`config.mk`:
```
export PLATFORM = sky130hd
export DESIGN_NAME = shell_line_token_classifier_flat
export DESIGN_NICKNAME = d
export VERILOG_FILES = /design/src/shlc_pkg.sv /design/src/shlc_if.sv /design/src/shlc_lexer.sv /design/src/shell_line_token_classifier.sv /design/src/flat_wrapper.sv
export SDC_FILE = /design/constraint.sdc
export NUM_CORES = 1
export LEC_CHECK = 0
export BUFFER_PORTS_ARGS = -buffer_cell sky130_fd_sc_hd__buf_2
export CAP_MARGIN = 20
export CELL_PAD_IN_SITES_DETAIL_PLACEMENT = 1
export CELL_PAD_IN_SITES_GLOBAL_PLACEMENT = 2
export CORE_UTILIZATION = 39
export DETAILED_ROUTE_END_ITERATION = 8
export GPL_TIMING_DRIVEN = 1
export PLACE_DENSITY_LB_ADDON = 0.15
export SYNTH_ARGS = -nofsm -noshare
export SYNTH_HDL_FRONTEND = slang
export SYNTH_HIERARCHICAL = 1
export SYNTH_SLANG_ARGS = --single-unit
```
`constraint.sdc`:
```
create_clock -name clk -period 5.3 [get_ports clk]
set_input_delay 0.53 -clock clk [delete_from_list [all_inputs] [get_ports clk]]
set_output_delay 0.53 -clock clk [all_outputs]
set_load 0.005 [all_outputs]
```
`src/shlc_pkg.sv`:
```
// Shared types for the shell line token classifier.
// Holds the lexer mode and token class encodings and the state and result structs.
// No dependencies.
`timescale 1ns / 1ps

package shlc_pkg;

  typedef enum logic [2:0] {
    MODE_IDLE    = 3'd0,
    MODE_STR     = 3'd1,
    MODE_STR_ESC = 3'd2,
    MODE_VAR_BEG = 3'd3,
    MODE_VAR_BRC = 3'd4,
    MODE_VAR_NAM = 3'd5,
    MODE_OP_JOIN = 3'd6,
    MODE_WORD    = 3'd7
  } lex_mode_t;

  typedef enum logic [2:0] {
    CLS_SPACE = 3'd0,
    CLS_STR   = 3'd1,
    CLS_VAR   = 3'd2,
    CLS_OP    = 3'd3,
    CLS_CMD   = 3'd4,
    CLS_ARG   = 3'd5
  } token_class_t;

  typedef struct packed {
    lex_mode_t mode;
    logic      quote_kind;
    logic      first_pending;
  } lex_state_t;

  typedef struct packed {
    token_class_t cls;
    logic         start;
  } lex_result_t;

  localparam lex_state_t LEX_STATE_RESET = '{mode: MODE_IDLE, quote_kind: 1'b0,
                                             first_pending: 1'b1};

endpackage

```
`src/shlc_if.sv`:
```
// Valid/ready channel interfaces for the request and result streams.
// No dependencies.
`timescale 1ns / 1ps

interface shlc_in_if;
  logic       valid;
  logic       ready;
  logic [7:0] char_in;
  logic       line_end;

  modport source (output valid, output char_in, output line_end, input ready);
  modport sink (input valid, input char_in, input line_end, output ready);
endinterface

interface shlc_out_if;
  logic       valid;
  logic       ready;
  logic [7:0] char_out;
  logic [2:0] token_class;
  logic       token_start;
  logic       line_done;

  modport source (output valid, output char_out, output token_class, output token_start,
                  output line_done, input ready);
  modport sink (input valid, input char_out, input token_class, input token_start,
                input line_done, output ready);
endinterface

```
`src/shlc_lexer.sv`:
```
// Combinational lexer step: classifies one byte and computes the next lexer state.
// Depends on shlc_pkg.
`timescale 1ns / 1ps

module shlc_lexer (
  input  logic [7:0]           char_in,
  input  shlc_pkg::lex_state_t state_cur,
  output shlc_pkg::lex_state_t state_nxt,
  output shlc_pkg::lex_result_t result
);

  localparam logic [7:0] CH_PIPE   = 8'h7C;
  localparam logic [7:0] CH_GT     = 8'h3E;
  localparam logic [7:0] CH_LT     = 8'h3C;
  localparam logic [7:0] CH_AMP    = 8'h26;
  localparam logic [7:0] CH_SEMI   = 8'h3B;
  localparam logic [7:0] CH_DOLLAR = 8'h24;
  localparam logic [7:0] CH_LBRACE = 8'h7B;
  localparam logic [7:0] CH_RBRACE = 8'h7D;
  localparam logic [7:0] CH_UNDER  = 8'h5F;
  localparam logic [7:0] CH_BSLASH = 8'h5C;
  localparam logic [7:0] CH_SQUOTE = 8'h27;
  localparam logic [7:0] CH_DQUOTE = 8'h22;

  logic is_space;
  logic is_name;
  logic is_op;
  logic is_quote;
  logic closer_hit;
  logic first_eff;

  shlc_pkg::lex_state_t  idle_state;
  shlc_pkg::lex_result_t idle_result;

  always_comb begin
    is_space = (char_in == 8'h20) || (char_in >= 8'h09 && char_in <= 8'h0D);
    is_name  = (char_in >= 8'h30 && char_in <= 8'h39) ||
               (char_in >= 8'h41 && char_in <= 8'h5A) ||
               (char_in >= 8'h61 && char_in <= 8'h7A) || (char_in == CH_UNDER);
    is_op    = (char_in == CH_PIPE) || (char_in == CH_GT) || (char_in == CH_LT) ||
               (char_in == CH_AMP) || (char_in == CH_SEMI);
    is_quote = (char_in == CH_SQUOTE) || (char_in == CH_DQUOTE);
    closer_hit = state_cur.quote_kind ? (char_in == CH_DQUOTE) : (char_in == CH_SQUOTE);
  end

  // A plain word that ends clears the first-word flag before the next token starts.
  assign first_eff = (state_cur.mode == shlc_pkg::MODE_WORD) ? 1'b0 : state_cur.first_pending;

  // Classification of a byte that arrives with no token open or that closes off the open token.
  always_comb begin
    idle_state               = state_cur;
    idle_state.first_pending = first_eff;
    idle_result.start        = 1'b1;
    if (is_space) begin
      idle_result.cls   = shlc_pkg::CLS_SPACE;
      idle_result.start = 1'b0;
      idle_state.mode   = shlc_pkg::MODE_IDLE;
    end else if (is_quote) begin
      idle_result.cls          = shlc_pkg::CLS_STR;
      idle_state.quote_kind    = (char_in == CH_DQUOTE);
      idle_state.first_pending = 1'b0;
      idle_state.mode          = shlc_pkg::MODE_STR;
    end else if (char_in == CH_DOLLAR) begin
      idle_result.cls          = shlc_pkg::CLS_VAR;
      idle_state.first_pending = 1'b0;
      idle_state.mode          = shlc_pkg::MODE_VAR_BEG;
    end else if (is_op) begin
      idle_result.cls = shlc_pkg::CLS_OP;
      if (char_in == CH_GT || char_in == CH_LT || char_in == CH_AMP) begin
        idle_state.mode = shlc_pkg::MODE_OP_JOIN;
      end else begin
        idle_state.mode = shlc_pkg::MODE_IDLE;
      end
    end else begin
      idle_result.cls = first_eff ? shlc_pkg::CLS_CMD : shlc_pkg::CLS_ARG;
      idle_state.mode = shlc_pkg::MODE_WORD;
    end
  end

  always_comb begin
    state_nxt    = state_cur;
    result.cls   = shlc_pkg::CLS_SPACE;
    result.start = 1'b0;
    case (state_cur.mode)
      shlc_pkg::MODE_STR: begin
        result.cls = shlc_pkg::CLS_STR;
        if (closer_hit) begin
          state_nxt.mode = shlc_pkg::MODE_IDLE;
        end else if (char_in == CH_BSLASH) begin
          state_nxt.mode = shlc_pkg::MODE_STR_ESC;
        end
      end
      shlc_pkg::MODE_STR_ESC: begin
        result.cls     = shlc_pkg::CLS_STR;
        state_nxt.mode = shlc_pkg::MODE_STR;
      end
      shlc_pkg::MODE_VAR_BEG: begin
        if (char_in == CH_LBRACE) begin
          result.cls     = shlc_pkg::CLS_VAR;
          state_nxt.mode = shlc_pkg::MODE_VAR_BRC;
        end else if (is_name) begin
          result.cls     = shlc_pkg::CLS_VAR;
          state_nxt.mode = shlc_pkg::MODE_VAR_NAM;
        end else begin
          state_nxt = idle_state;
          result    = idle_result;
        end
      end
      shlc_pkg::MODE_VAR_BRC: begin
        result.cls = shlc_pkg::CLS_VAR;
        if (char_in == CH_RBRACE) begin
          state_nxt.mode = shlc_pkg::MODE_IDLE;
        end
      end
      shlc_pkg::MODE_VAR_NAM: begin
        if (is_name) begin
          result.cls = shlc_pkg::CLS_VAR;
        end else begin
          state_nxt = idle_state;
          result    = idle_result;
        end
      end
      shlc_pkg::MODE_OP_JOIN: begin
        if (char_in == CH_GT || char_in == CH_AMP) begin
          result.cls     = shlc_pkg::CLS_OP;
          state_nxt.mode = shlc_pkg::MODE_IDLE;
        end else begin
          state_nxt = idle_state;
          result    = idle_result;
        end
      end
      shlc_pkg::MODE_WORD: begin
        if (!is_space && !is_op && !is_quote && char_in != CH_DOLLAR) begin
          result.cls = state_cur.first_pending ? shlc_pkg::CLS_CMD : shlc_pkg::CLS_ARG;
        end else begin
          state_nxt = idle_state;
          result    = idle_result;
        end
      end
      default: begin
        state_nxt = idle_state;
        result    = idle_result;
      end
    endcase
  end

endmodule

```
`src/shell_line_token_classifier.sv`:
```
// Shell line token classifier: an accepted request passes through the input register and then
// the result register, which offers it downstream. Throughput is one byte per cycle while the
// downstream side keeps ready high; the lexer state loop through shlc_lexer is a single register.
// Synchronous active-low reset empties both pipeline registers and returns the lexer to idle
// with the command-word flag set. A byte marked line_end also returns the lexer to that state.
// Depends on shlc_pkg, shlc_if and shlc_lexer.
`timescale 1ns / 1ps

module shell_line_token_classifier (
  input logic         clk,
  input logic         rst_n,
  shlc_in_if.sink     in_ch,
  shlc_out_if.source  out_ch
);

  // Input register: holds the accepted request until it moves into the result register.
  logic       in_vld_r;
  logic [7:0] in_char_r;
  logic       in_last_r;

  // Result register: the finished result waiting for the downstream side.
  logic                    out_vld_r;
  logic [7:0]              out_char_r;
  shlc_pkg::lex_result_t   out_res_r;
  logic                    out_last_r;

  // Lexer state. It advances exactly when a request moves into the result register,
  // so each byte is classified against the state left by the byte before it.
  shlc_pkg::lex_state_t  state_r;
  shlc_pkg::lex_state_t  state_nxt;
  shlc_pkg::lex_result_t lex_res;

  logic res_free;
  logic advance;
  logic in_take;

  // The result register can load when it is empty or being drained this cycle.
  assign res_free = !out_vld_r || out_ch.ready;
  assign advance  = in_vld_r && res_free;
  // The input register takes a new request when it is empty or handing its byte on.
  assign in_take  = in_ch.valid && in_ch.ready;
  assign in_ch.ready = !in_vld_r || res_free;

  shlc_lexer u_lexer (
    .char_in   (in_char_r),
    .state_cur (state_r),
    .state_nxt (state_nxt),
    .result    (lex_res)
  );

  always_ff @(posedge clk) begin
    if (!rst_n) begin
      in_vld_r <= 1'b0;
    end else if (in_ch.ready) begin
      in_vld_r <= in_ch.valid;
    end
  end

  always_ff @(posedge clk) begin
    if (in_take) begin
      in_char_r <= in_ch.char_in;
      in_last_r <= in_ch.line_end;
    end
  end

  always_ff @(posedge clk) begin
    if (!rst_n) begin
      out_vld_r <= 1'b0;
    end else if (res_free) begin
      out_vld_r <= in_vld_r;
    end
  end

  always_ff @(posedge clk) begin
    if (advance) begin
      out_char_r <= in_char_r;
      out_res_r  <= lex_res;
      out_last_r <= in_last_r;
    end
  end

  // The end of a line drops every bit of lexer state back to its reset value.
  always_ff @(posedge clk) begin
    if (!rst_n) begin
      state_r <= shlc_pkg::LEX_STATE_RESET;
    end else if (advance) begin
      state_r <= in_last_r ? shlc_pkg::LEX_STATE_RESET : state_nxt;
    end
  end

  assign out_ch.valid       = out_vld_r;
  assign out_ch.char_out    = out_char_r;
  assign out_ch.token_class = out_res_r.cls;
  assign out_ch.token_start = out_res_r.start;
  assign out_ch.line_done   = out_last_r;

endmodule
```
`src/flat_wrapper.sv`:
```
// flat-port wrapper written by rule: the top's interface ports become plain ports
module shell_line_token_classifier_flat 
  (clk, rst_n, in_ch_valid, in_ch_char_in, in_ch_line_end, in_ch_ready, out_ch_valid, out_ch_char_out, out_ch_token_class, out_ch_token_start, out_ch_line_done, out_ch_ready);
  shlc_in_if in_ch_i ();
  shlc_out_if out_ch_i ();
  input logic clk;
  input logic rst_n;
  input wire logic [$bits(in_ch_i.valid)-1:0] in_ch_valid;
  input wire logic [$bits(in_ch_i.char_in)-1:0] in_ch_char_in;
  input wire logic [$bits(in_ch_i.line_end)-1:0] in_ch_line_end;
  output wire logic [$bits(in_ch_i.ready)-1:0] in_ch_ready;
  output wire logic [$bits(out_ch_i.valid)-1:0] out_ch_valid;
  output wire logic [$bits(out_ch_i.char_out)-1:0] out_ch_char_out;
  output wire logic [$bits(out_ch_i.token_class)-1:0] out_ch_token_class;
  output wire logic [$bits(out_ch_i.token_start)-1:0] out_ch_token_start;
  output wire logic [$bits(out_ch_i.line_done)-1:0] out_ch_line_done;
  input wire logic [$bits(out_ch_i.ready)-1:0] out_ch_ready;
  assign in_ch_i.valid = in_ch_valid;
  assign in_ch_i.char_in = in_ch_char_in;
  assign in_ch_i.line_end = in_ch_line_end;
  assign in_ch_ready = in_ch_i.ready;
  assign out_ch_valid = out_ch_i.valid;
  assign out_ch_char_out = out_ch_i.char_out;
  assign out_ch_token_class = out_ch_i.token_class;
  assign out_ch_token_start = out_ch_i.token_start;
  assign out_ch_line_done = out_ch_i.line_done;
  assign out_ch_i.ready = out_ch_ready;
  shell_line_token_classifier u_core (.clk(clk), .rst_n(rst_n), .in_ch(in_ch_i), .out_ch(out_ch_i));
endmodule
```
# Word-level counts from Yosys, hierarchy flattened
# Cells that the tools add are included.
dict set report totals {
  out_inout_bits 15
  inputBits 13
  ff_bits 29
  wordCells 122
}
dict set report op_classes {
  magnitude_cmp 8
  mux 42
  reduce_logical 32
  eq_ne 29
}
# operator count
set op_table {}
lappend op_table {{== test 8 x 6 -> 1 bit, second input constant} 8}
lappend op_table {{two-way mux 3 bit} 19}
lappend op_table {{== test 8 x 7 -> 1 bit, second input constant} 5}
lappend op_table {{one-hot mux 3 bit (7 select lines)} 1}
lappend op_table {{!= test 3 x 2 -> 1 bit, second input constant} 6}
lappend op_table {{one-hot mux 3 bit (6 select lines)} 1}
lappend op_table {{>= comparator 8 x 7 -> 1 bit, second input constant} 2}
lappend op_table {{less-or-equal comparator 8 x 7 -> 1 bit, second input constant} 2}
lappend op_table {{two-way mux 5 bit} 3}
lappend op_table {{logical OR 1 bit} 14}
lappend op_table {{== test 3 bit, second input constant} 4}
lappend op_table {{two-way mux 1 bit} 12}
lappend op_table {{one-hot mux 2 bit (5 select lines)} 1}
lappend op_table {{logical AND 1 bit} 9}
lappend op_table {{>= comparator 8 x 4 -> 1 bit, second input constant} 1}
lappend op_table {{>= comparator 8 x 6 -> 1 bit, second input constant} 1}
lappend op_table {{less-or-equal comparator 8 x 4 -> 1 bit, second input constant} 1}
lappend op_table {{less-or-equal comparator 8 x 6 -> 1 bit, second input constant} 1}
lappend op_table {{two-way mux 2 bit} 4}
lappend op_table {{!= test 8 x 6 -> 1 bit, second input constant} 1}
lappend op_table {{AND reduction 7 bit} 1}
lappend op_table {{== test 3 x 2 -> 1 bit, second input constant} 2}
lappend op_table {{zero test 1 bit} 5}
lappend op_table {{one-hot mux 1 bit (5 select lines)} 1}
lappend op_table {{6 further kinds} 6}

# Logic depth before layout (Yosys ltp)
# Gate-level depths: netlist of run 1.
dict set report logic_depth {
  depth_word 13
  ltp_mapped 9
  mapped_depth_nobuf 8
}

# Modules after synthesis
# Netlist of run 1, hierarchy kept.
# module cells_per_inst area_each_um2 instances seq_area_each_um2
set by_module_without_submodules {}
lappend by_module_without_submodules {shell_line_token_classifier 55 982.2 1 800.8}
lappend by_module_without_submodules {shlc_lexer 135 929.6 1 0.0}

# Worst setup path after synthesis of run 1
# OpenSTA, ideal clock, no wires.
dict set report synth_timing {
  path_kind {reg2reg}
  from {register u_core.in_char_r[3]}
  to {register u_core/state_r[1] (netlist name)}
  t_arrival_ns 2.049
  period_less_slack_ns 2.121
  path_stages_with_launch 10
  required_ns 5.228
  setup_ns 0.072
  path_slack_ns 3.179
  path_buffers 1
  path_cell_list {edfxtp_1 > buf_6 > or3_4 > o221ai_4 > o211ai_4 > o311a_4 > a41oi_2 > o2bb2ai_1 > nand3b_1 > mux2i_1}
}
# element line_no
set synth_rtl {}
lappend synth_rtl {{start: declaration} shell_line_token_classifier.sv:18} ;# logic [7:0] in_char_r;
lappend synth_rtl {{start signal: assignment} shell_line_token_classifier.sv:61} ;# in_char_r <= in_ch.char_in;
lappend synth_rtl {{end signal: assignment} shell_line_token_classifier.sv:85} ;# state_r <= shlc_pkg::LEX_STATE_RESET;
lappend synth_rtl {{end signal: assignment} shell_line_token_classifier.sv:87} ;# state_r <= in_last_r ? shlc_pkg::LEX_STATE_RESET : state_nxt;
lappend synth_rtl {{end: declaration} shell_line_token_classifier.sv:29} ;# shlc_pkg::lex_state_t state_r;

==> flow_summary.json, run 1 <==
{
  "peakVddDrop_mv": 0.208,
  "leakage_nw": 0.740,
  "ys_seq_elements": 29,
  "final_net_count": 223,
  "fin_total_pwr_mw": 0.627,
  "clock-sinks": 29,
  "pwr-share-comb_pct": 12.2,
  "hold_class": "input port to register",
  "grt_setup_unrepaired": "false",
  "die_h_um": 72.0,
  "synth_edf_count": 22,
  "powerDensity_mw_per_mm2": 296,
  "hold_buffers": 0,
  "cts_root_buf": "clkbuf_8",
  "drive_gt1_share_pct": 22.7,
  "yosys.area.top_type_share_pct": 34.6,
  "ys_seq_area_share_pct": 41.9,
  "grt_max_degree": 20,
  "htree_levels": 2,
  "critPathLaunch": "u_core/in_char_r[2]",
  "diodes": 0,
  "fmax_ghz": 0.388,
  "switching_share_pct": 23.4,
  "clock_power_share_pct": 43.0,
  "nFillCells": 549,
  "pwr-share-seq_pct": 44.7,
  "syn-num-nets": 203,
  "grt_first_pass_wirelength_um": 8110,
  "numPortBuffers": 27,
  "die_x_um": 72.0,
  "vias": 1604,
  "num_rows": 25,
  "clk_latency_ns": 0.28,
  "drtPass1Iterations": 4,
  "worst_pin_slew_ns": 0.685,
  "end_kind": "register",
  "cts_buffers": 5,
  "coreArea_mm2": 0.00472,
  "track_usage_pct": 20.4,
  "setup_viol": 0,
  "design_area_mm2": 0.00212,
  "start_kind": "register",
  "cap_violations": 0,
  "post_dp_cell_area_mm2": 0.00198,
  "critPathArrivalTime_ns": 2.79,
  "yosysUniqueCellTypes": 57,
  "route.detailed.drc": 0,
  "rr_worst_depth": 7,
  "reg2reg_from": "u_core/in_char_r[2]",
  "syn_avg_cell_area_um2": 10.1,
  "vias_per_cell": 5.77,
  "slew_viol_final": 0,
  "yosys-top-cells-area": "edfxtp_1 35%, dfxtp_1 7.3%, clkbuf_8 3.6%, nand2_1 3.5%, mux2i_1 3.1%",
  "min_period_ns": 2.58,
  "synth_ff_type": "edfxtp_1",
  "r2r_end": "u_core/state_r[3]",
  "clockBufferDepth": 2,
  "setup_tns_ns": 0,
  "antenna_left": 0,
  "area_growth_pct": 10.8,
  "num_io_pins": 28,
  "netlist_instances": 190,
  "cts.repair.resized": 0,
  "first_global_vias": 1627,
  "clkTransAtPathRegs_ns": 0.06,
  "rrSetupSlack_ns": 2.72,
  "cp.required_ns": 5.51,
  "fin_skew_ns": 0.00263,
  "finalCritPeriodShare_pct": 48.7,
  "worstPathMaxFanout": 19,
  "ys_warn_count": 6,
  "postCtsSetupBuffers": 0,
  "yosys.area.top_type": "edfxtp_1",
  "antenna_found_initial": 0,
  "p_sw_mw": 0.147,
  "grt-ovfl-total": 0,
  "p_int_mw": 0.481,
  "tritoncts": "built",
  "relSlewSlack_pct": 54.2,
  "hpwl_um": 3650,
  "async_flop_share_pct": 0,
  "endpoint": "u_core/state_r[3]",
  "dieArea_mm2": 0.00519,
  "criticalPathCategory": "register to register",
  "final-hold-violation-count": 0,
  "drt_iter0_drc": 100,
  "start_util_pct": 40.5,
  "status": "completed",
  "netlist_area_mm2": 0.00191,
  "wl_per_cell_um": 18.0,
  "fin_hold_ws_ns": 0.424,
  "routabilityCongestion": 0.865,
  "wirelength_um": 5010
}
synth_stat cells (3+ instances only):
cell,number
o32ai_1,3
inv_1,7
buf_6,5
nand2_1,18
nand3_1,6
xnor2_1,3
and2b_1,3
nor2_1,16
nand3b_1,4
dfxtp_1,7
o211ai_1,4
edfxtp_1,22
a31oi_1,3
clkbuf_8,5
a21oi_1,11
nor3_1,4
mux2i_1,6
o21ai_0,12
a32oi_1,3
and2_1,3
per-stage QoR:
| step | std cells | utilization (%) | worst slack (ns) |
|---|---|---|---|
| finish | 278 | 44.8 | 2.72 |
| global route | 278 | 44.8 | 2.49 |
| CTS | 278 | 44.8 | 2.70 |
| detailed placement | 270 | 42.0 | 2.69 |
| global placement | 270 | 42.0 | 2.73 |
| floorplan | 190 | - | 3.18 |
flip-flops by register name, summed over array words and instances (netlist names):
register and cells:
u_core/state_r 5, u_core/out_ch.token_class 3, u_core/out_ch.valid 1, u_core/in_last_r 1, u_core/out_ch.token_start 1, u_core/out_ch.char_out 8
u_core/out_ch.line_done 1, u_core/in_vld_r 1, u_core/in_char_r 8
power groups by stage:
stage	clock (mW)	combinational [mW]	sequential, mW
after floorplan	0	0.0716	0.270
after global placement	0	0.0758	0.284
after detailed placement	0	0.0765	0.285
after CTS	0.277	0.0771	0.280
after global routing	0.283	0.0854	0.282
final	0.270	0.0769	0.281
final cells by class:
class / count / area (um^2) / area share, %
multi-input combinational: 140 / 938 / 44.3
tap: 67 / 83.8 / 3.96
clock buffer: 5 / 68.8 / 3.25
timing repair buffer: 27 / 135 / 6.38
inverter: 7 / 26.3 / 1.24
sequential: 29 / 801 / 37.8
clock inverter: 3 / 65.1 / 3.07
critical path: stages (launching register included):
cell      delay [ns]
edfxtp_1        0.66
or3_4           0.49
o221ai_4        0.18
o211ai_4        0.15
o311a_4         0.40
o32ai_1         0.36
nand3b_1        0.12
mux2i_1         0.13
cell usage in the layout (no fill, tap or decap), types with 2 or more instances in the layout:
cell type / netlist / layout
a21oi_1: 11 / 11
a22oi_1: 2 / 2
a31oi_1: 3 / 3
a32oi_1: 3 / 3
and2_1: 3 / 3
and2b_1: 3 / 3
and2b_2: 2 / 2
buf_2: 2 / 27
bufinv_16: 0 / 2
clkbuf_8: 5 / 5
dfxtp_1: 7 / 7
edfxtp_1: 22 / 22
inv_1: 7 / 7
mux2i_1: 6 / 6
nand2_1: 18 / 18
nand3_1: 6 / 6
nand3b_1: 4 / 4
nand4_1: 2 / 2
nand4b_1: 2 / 2
nor2_1: 16 / 16
nor2b_1: 2 / 2
nor3_1: 4 / 4
nor4_1: 2 / 2
o211ai_1: 4 / 4
o21a_1: 2 / 2
o21ai_0: 12 / 12
o32ai_1: 3 / 3
xnor2_1: 3 / 3
logic make-up (layout without fill, tap and decap cells):
logic type	count (synthesis)	count (layout)	share of synthesized area [%]
XOR/XNOR	4	4	1.83
AO/OA/AOI/OAI	54	54	21.5
AND/OR/NAND/NOR	76	76	22.6
buffers and inverters	21	42	9.03
flip-flops	29	29	41.9
multiplexers	6	6	3.14
per-layer routing:
layer	track usage, %	vias up	wire [um]
met4	6.97	0	38
li1	-	751	-
met1	26.2	813	2280
met2	34.9	35	2510
met5	0	-	0
met3	3.33	5	183
worst min-delay path by stage:
stage / startpoint / end / cells past startpoint
after detailed placement: u_core/state_r[1] / u_core/state_r[1] / 2
after CTS: in_ch_char_in[5] / u_core/in_char_r[5] / 1
after floorplan: u_core/in_char_r[4] / u_core/out_ch.char_out[4] / 0
after global placement: u_core/state_r[1] / u_core/state_r[1] / 2
after global routing: in_ch_char_in[3] / u_core/in_char_r[3] / 1
final: in_ch_line_end / u_core/in_last_r / 1
No activity file was read; power rests on OpenSTA's default activity.
==> inputs of run 2 (changes only) <==
ABC_AREA = 1   (was unset)
CORE_UTILIZATION = 29   (was 39)
clock period = 2.2 ns   (was 5.3 ns; I/O delays follow)
==> flow_summary.json, run 2 <==
{
  "status": "completed",
  "synth_commonest_cells": "62 x nand2_1, 35 x nor2_1, 30 x inv_1",
  "worstPathMaxFanout": 4,
  "worst_pin_slew_ns": 0.550,
  "drive_gt1_share_pct": 26.0,
  "ys_seq_area_share_pct": 43.5,
  "first_global_vias": 1693,
  "stdcell_count": 360,
  "yosys-top-cells-area": "edfxtp_1 36%, nand2_1 13%, dfxtp_1 7.6%, nand3_1 7.3%, nor2_1 7.1%",
  "drt_iter0_drc": 48,
  "die_h_um": 81.7,
  "relSlewSlack_pct": 63.3,
  "max_stage_delay_ns": 0.46,
  "hold_buffers": 0,
  "hpwl_um": 4080,
  "synth_edf_count": 22,
  "busiest_layer": "met2",
  "grt_first_pass_wirelength_um": 8630,
  "clkTransAtPathRegs_ns": 0.07,
  "start_kind": "register",
  "final_net_count": 297,
  "netlist_area_mm2": 0.00184,
  "fin_skew_ns": 0.0111,
  "synth_ff_type": "edfxtp_1",
  "setup_tns_ns": 0,
  "die_x_um": 81.7,
  "ys_warn_count": 6,
  "num_rows": 28,
  "track_usage_pct": 17.5,
  "cts_buffers": 5,
  "yosys.area.top_type": "edfxtp_1",
  "antenna_left": 0,
  "crit_top_cell": "nand2_1",
  "place_inst": 349,
  "vias": 1702,
  "ys_seq_elements": 29,
  "met1_usage_pct": 24.2,
  "layout_common_cells": "61 x nand2_1, 35 x nor2_1, 30 x inv_1, 27 x buf_2, 27 x nand3_1",
  "min_period_ns": 1.98,
  "antenna_found_initial": 0,
  "route.detailed.drc": 0,
  "htree_levels": 2,
  "final-hold-violation-count": 0,
  "clock-sinks": 29,
  "fmax_ghz": 0.506,
  "yosysUniqueCellTypes": 25,
  "critPathArrivalTime_ns": 2.21,
  "post_dp_cell_area_mm2": 0.00206,
  "yosysMostFrequentCell": "nand2_1",
  "routabilityCongestion": 0.848,
  "netlist_instances": 248,
  "slew_viol_final": 0,
  "cts_root_buf": "clkbuf_8",
  "async_flop_share_pct": 0,
  "diodes": 0,
  "drtPass1Iterations": 4,
  "tritoncts": "built",
  "leakage_nw": 1.05,
  "syn-num-nets": 261,
  "criticalPathCategory": "register to register",
  "wl_per_cell_um": 14.1,
  "start_util_pct": 30.6,
  "dp_slack_ns": 0.178,
  "grt_max_degree": 14,
  "finalCritPeriodShare_pct": 89.8,
  "use_met2_pct": 27.5,
  "hold_class": "input port to register",
  "final_common_cell": "nand2_1",
  "num_io_pins": 28,
  "clk_latency_ns": 0.29,
  "design_area_mm2": 0.00219,
  "coreArea_mm2": 0.00603,
  "layout_setup_ws_ns": 0.224,
  "area_growth_pct": 18.9,
  "fin_hold_ws_ns": 0.0964,
  "syn_avg_cell_area_um2": 7.43,
  "grt-ovfl-total": 0,
  "yosys.area.top_type_share_pct": 35.9,
  "peakVddDrop_mv": 0.289,
  "dieArea_mm2": 0.00667,
  "vias_per_cell": 4.73,
  "critPathSlowestCell": "edfxtp_1",
  "end_kind": "register",
  "cap_violations": 0,
  "cp.required_ns": 2.44,
  "clockBufferDepth": 2,
  "numPortBuffers": 27,
  "grtUsageMet3_pct": 3.33,
  "wirelength_um": 5080,
  "setup_viol": 0,
  "powerDensity_mw_per_mm2": 626,
  "cp_cell_sequence": "nand2_1, inv_1, nand2_2, nor2_1, nor2_1, nand2_1, nor2_2, nand4_1, nand3_1, nor2_1, nand2_1, nand2_1, nand3_2, nand2_1, nor2_1"
}
run 2: changes by cell type in the layout (fill, tap and decap cells not counted), sizes merged, moves of 5 or more:
| cell | change |
|---|---|
| and2b | -5 |
| nand2 | +48 |
| inv | +30 |
| buf | +6 |
| mux2i | -6 |
| nor2 | +28 |
| nand3 | +29 |
run 2: path summary, 6_finish.rpt:
path	to	slack [ns]	cells after the start	start
setup / recovery	u_core/state_r[3]	0.22	15	u_core/in_char_r[2]
hold / removal	u_core/in_char_r[7]	0.1	1	in_ch_char_in[7]
setup reg to reg	u_core/state_r[3]	0.22	15	u_core/in_char_r[2]
hold reg to reg	u_core/out_ch.line_done	0.46	0	u_core/in_last_r
run 2: what timing repair did:
| action | CTS | global route |
|---|---|---|
| endpoints found under the setup margin | 0 | 5 |
| gates resized for setup | 0 | 3 |
| buffers inserted | 0 | 3 |
run 2: routing by layer:
layer,up-vias,share of wire [%]
met2,28,45
met3,6,2.9
met5,-,0
li1,878,-
met4,0,1.1
met1,790,51
run 2: report_power, final:
| group | total (mW) | internal (mW) | switching, mW |
|---|---|---|---|
| Combinational | 0.227 | 0.0843 | 0.143 |
| Sequential | 0.659 | 0.627 | 0.0312 |
| Clock | 0.485 | 0.253 | 0.231 |
| Total | 1.37 | 0.965 | 0.405 |
run 2: area by class of cell:
class	instances	area (um^2)
fill	785	3840
inverter	37	139
sequential	29	801
timing repair buffer	33	180
clock buffer	6	82.6
clock inverter	2	13.8
tap	75	93.8
multi-input combinational	178	880
run 2: cells by family (layout without fill, tap and decap cells):
logic type             after synthesis  in the layout  synth area share (%)
AO/OA/AOI/OAI                       22             22                  6.93
flip-flops                          29             29                  43.5
buffers and inverters               41             78                  9.44
AND/OR/NAND/NOR                    156            156                  40.2
run 2: stage by stage:
stage | utilization (%) | total power [mW]
after global placement | 34.2 | 0.894
final | 36.3 | 1.37
after global routing | 36.3 | 1.45
after detailed placement | 34.2 | 0.894
after floorplan | - | 0.820
after CTS | 35.8 | 1.39
run 2: critical path: cells and delay by family, from the launching register on:
| kind | cells | cell delay (ns) |
|---|---|---|
| simple gates | 14 | 1.34 |
| flops | 1 | 0.46 |
| buf+inv | 1 | 0.12 |
==> inputs of run 3 (changes only) <==
CELL_PAD_IN_SITES_DETAIL_PLACEMENT = unset   (was 1)
CELL_PAD_IN_SITES_GLOBAL_PLACEMENT = unset   (was 2)
CORE_UTILIZATION = 51   (was 29)
==> flow_summary.json, run 3 (same netlist as run 2, synthesis figures left out) <==
{
  "finalCritPeriodShare_pct": 90.4,
  "routabilityCongestion": 0.918,
  "area_growth_pct": 12.4,
  "worst_pin_slew_ns": 0.555,
  "drive_gt1_share_pct": 23.8,
  "wirelength_um": 3880,
  "die_x_um": 62.1,
  "hpwl_um": 3040,
  "reg2reg_from": "u_core/in_char_r[0]",
  "cts_root_buf": "clkbuf_4",
  "cp_cell_sequence": "nor2_2, o21ai_1, nand2_2, nand2_4, nor2_1, nand3_2, nand2_1, nand3_2, nand2_1, nand2_1, nand2_1, nand3_2, nand2_1, nor2_1",
  "critPathArrivalTime_ns": 2.22,
  "grt_setup_unrepaired": "false",
  "final_common_cell": "nand2_1",
  "start_kind": "register",
  "crit_top_cell": "nand2_1",
  "worstPathMaxFanout": 8,
  "max_stage_delay_ns": 0.54,
  "criticalPathCategory": "register to register",
  "wl_per_cell_um": 11.9,
  "vias": 1665,
  "leakage_nw": 1.01,
  "start_util_pct": 54.3,
  "fin_skew_ns": 0.00901,
  "vias_per_cell": 5.09,
  "setup_tns_ns": 0,
  "first_global_vias": 1456,
  "clkTransAtPathRegs_ns": 0.10,
  "relSlewSlack_pct": 62.9,
  "htree_levels": 2,
  "cts_buffers": 5,
  "grt-ovfl-total": 0,
  "cp.required_ns": 2.43,
  "route.detailed.drc": 0,
  "track_usage_pct": 23.2,
  "peakVddDrop_mv": 0.489,
  "coreArea_mm2": 0.00339,
  "die_h_um": 62.1,
  "utilization_pct": 61.1,
  "num_rows": 21,
  "slew_viol_final": 0,
  "hold_buffers": 0,
  "powerDensity_mw_per_mm2": 575,
  "final-hold-violation-count": 0,
  "tritoncts": "built",
  "drt_iter0_drc": 91,
  "num_io_pins": 28,
  "clockBufferDepth": 2,
  "end_kind": "register",
  "final_net_count": 293,
  "dieArea_mm2": 0.00386,
  "layout_common_cells": "62 x nand2_1, 35 x nor2_1, 30 x inv_1, 27 x buf_2, 27 x nand3_1",
  "grt_max_degree": 14,
  "cap_violations": 0,
  "fmax_ghz": 0.503,
  "clk_latency_ns": 0.33,
  "grt_first_pass_wirelength_um": 6380,
  "drtPass1Iterations": 4,
  "clock-sinks": 29,
  "critPathLaunch": "u_core/in_char_r[0]",
  "antenna_left": 0,
  "status": "completed",
  "diodes": 0,
  "hp-start": "in_ch_char_in[3]",
  "antenna_found_initial": 0,
  "nFillCells": 313,
  "critPathSlowestCell": "edfxtp_1",
  "numPortBuffers": 27,
  "setup_viol": 0,
  "min_period_ns": 1.99,
  "hold_class": "input port to register"
}
run 3: worst max-delay path: cells and delay by family, from the launching register on:
| family | cells | cell delay (ns) |
|---|---|---|
| compound gates | 1 | 0.11 |
| flops | 1 | 0.54 |
| simple gates | 13 | 1.24 |
run 3: cell type report:
| cell class | instances | area (um^2) | area share (%) |
|---|---|---|---|
| Clock buffer | 5 | 37.5 | 1.81 |
| Clock inverter | 3 | 17.5 | 0.846 |
| Inverter | 37 | 139 | 6.71 |
| Sequential cell | 29 | 801 | 38.7 |
| Multi-Input combinational cell | 178 | 867 | 41.9 |
| Timing Repair Buffer | 29 | 150 | 7.26 |
| Tap cell | 46 | 57.6 | 2.78 |
run 3: path summary, 6_finish.rpt:
check	end	slack [ns]	cells past startpoint
min	u_core/in_char_r[3]	0.06	1
max reg2reg	u_core/state_r[1]	0.21	14
min reg2reg	u_core/out_ch.line_done	0.46	0
max	u_core/state_r[1]	0.21	14
run 3: stage by stage:
step | hold WS, ns | setup WS, ns | std cells | instance area, um^2 | total power, mW
after floorplan | 0.305 | 0.465 | 248 | 1840 | 0.820
after global placement | 0.397 | 0.214 | 319 | 2010 | 0.883
after detailed placement | 0.399 | 0.242 | 319 | 2010 | 0.882
after CTS | 0.0499 | 0.231 | 327 | 2070 | 1.20
after global routing | 0.0408 | 0.00169 | 327 | 2070 | 1.26
final | 0.0623 | 0.211 | 327 | 2070 | 1.19
run 3: repair_timing:
item / 4_1_cts / 5_1_grt
buffers inserted: 0 / 0
endpoints found under the hold margin: 0 / 0
gates resized for setup: 0 / 1
setup endpoints to repair: 0 / 1
run 3: where the power goes:
part	leakage (nW)	switching, mW	internal [mW]
clock network	0.0326	0.197	0.121
logic	0.713	0.137	0.0807
registers	0.267	0.0270	0.627
total	1.01	0.361	0.829
run 3: per-layer routing:
| metal | track usage, % | wire length, um | vias up | share of wire, % |
|---|---|---|---|---|
| met5 | 0 | 0 | - | 0 |
| met1 | 31.7 | 1800 | 733 | 46 |
| met3 | 6.21 | 277 | 4 | 7.1 |
| met4 | 9.52 | 29 | 0 | 0.75 |
| met2 | 34.7 | 1770 | 58 | 46 |
| li1 | - | - | 870 | - |
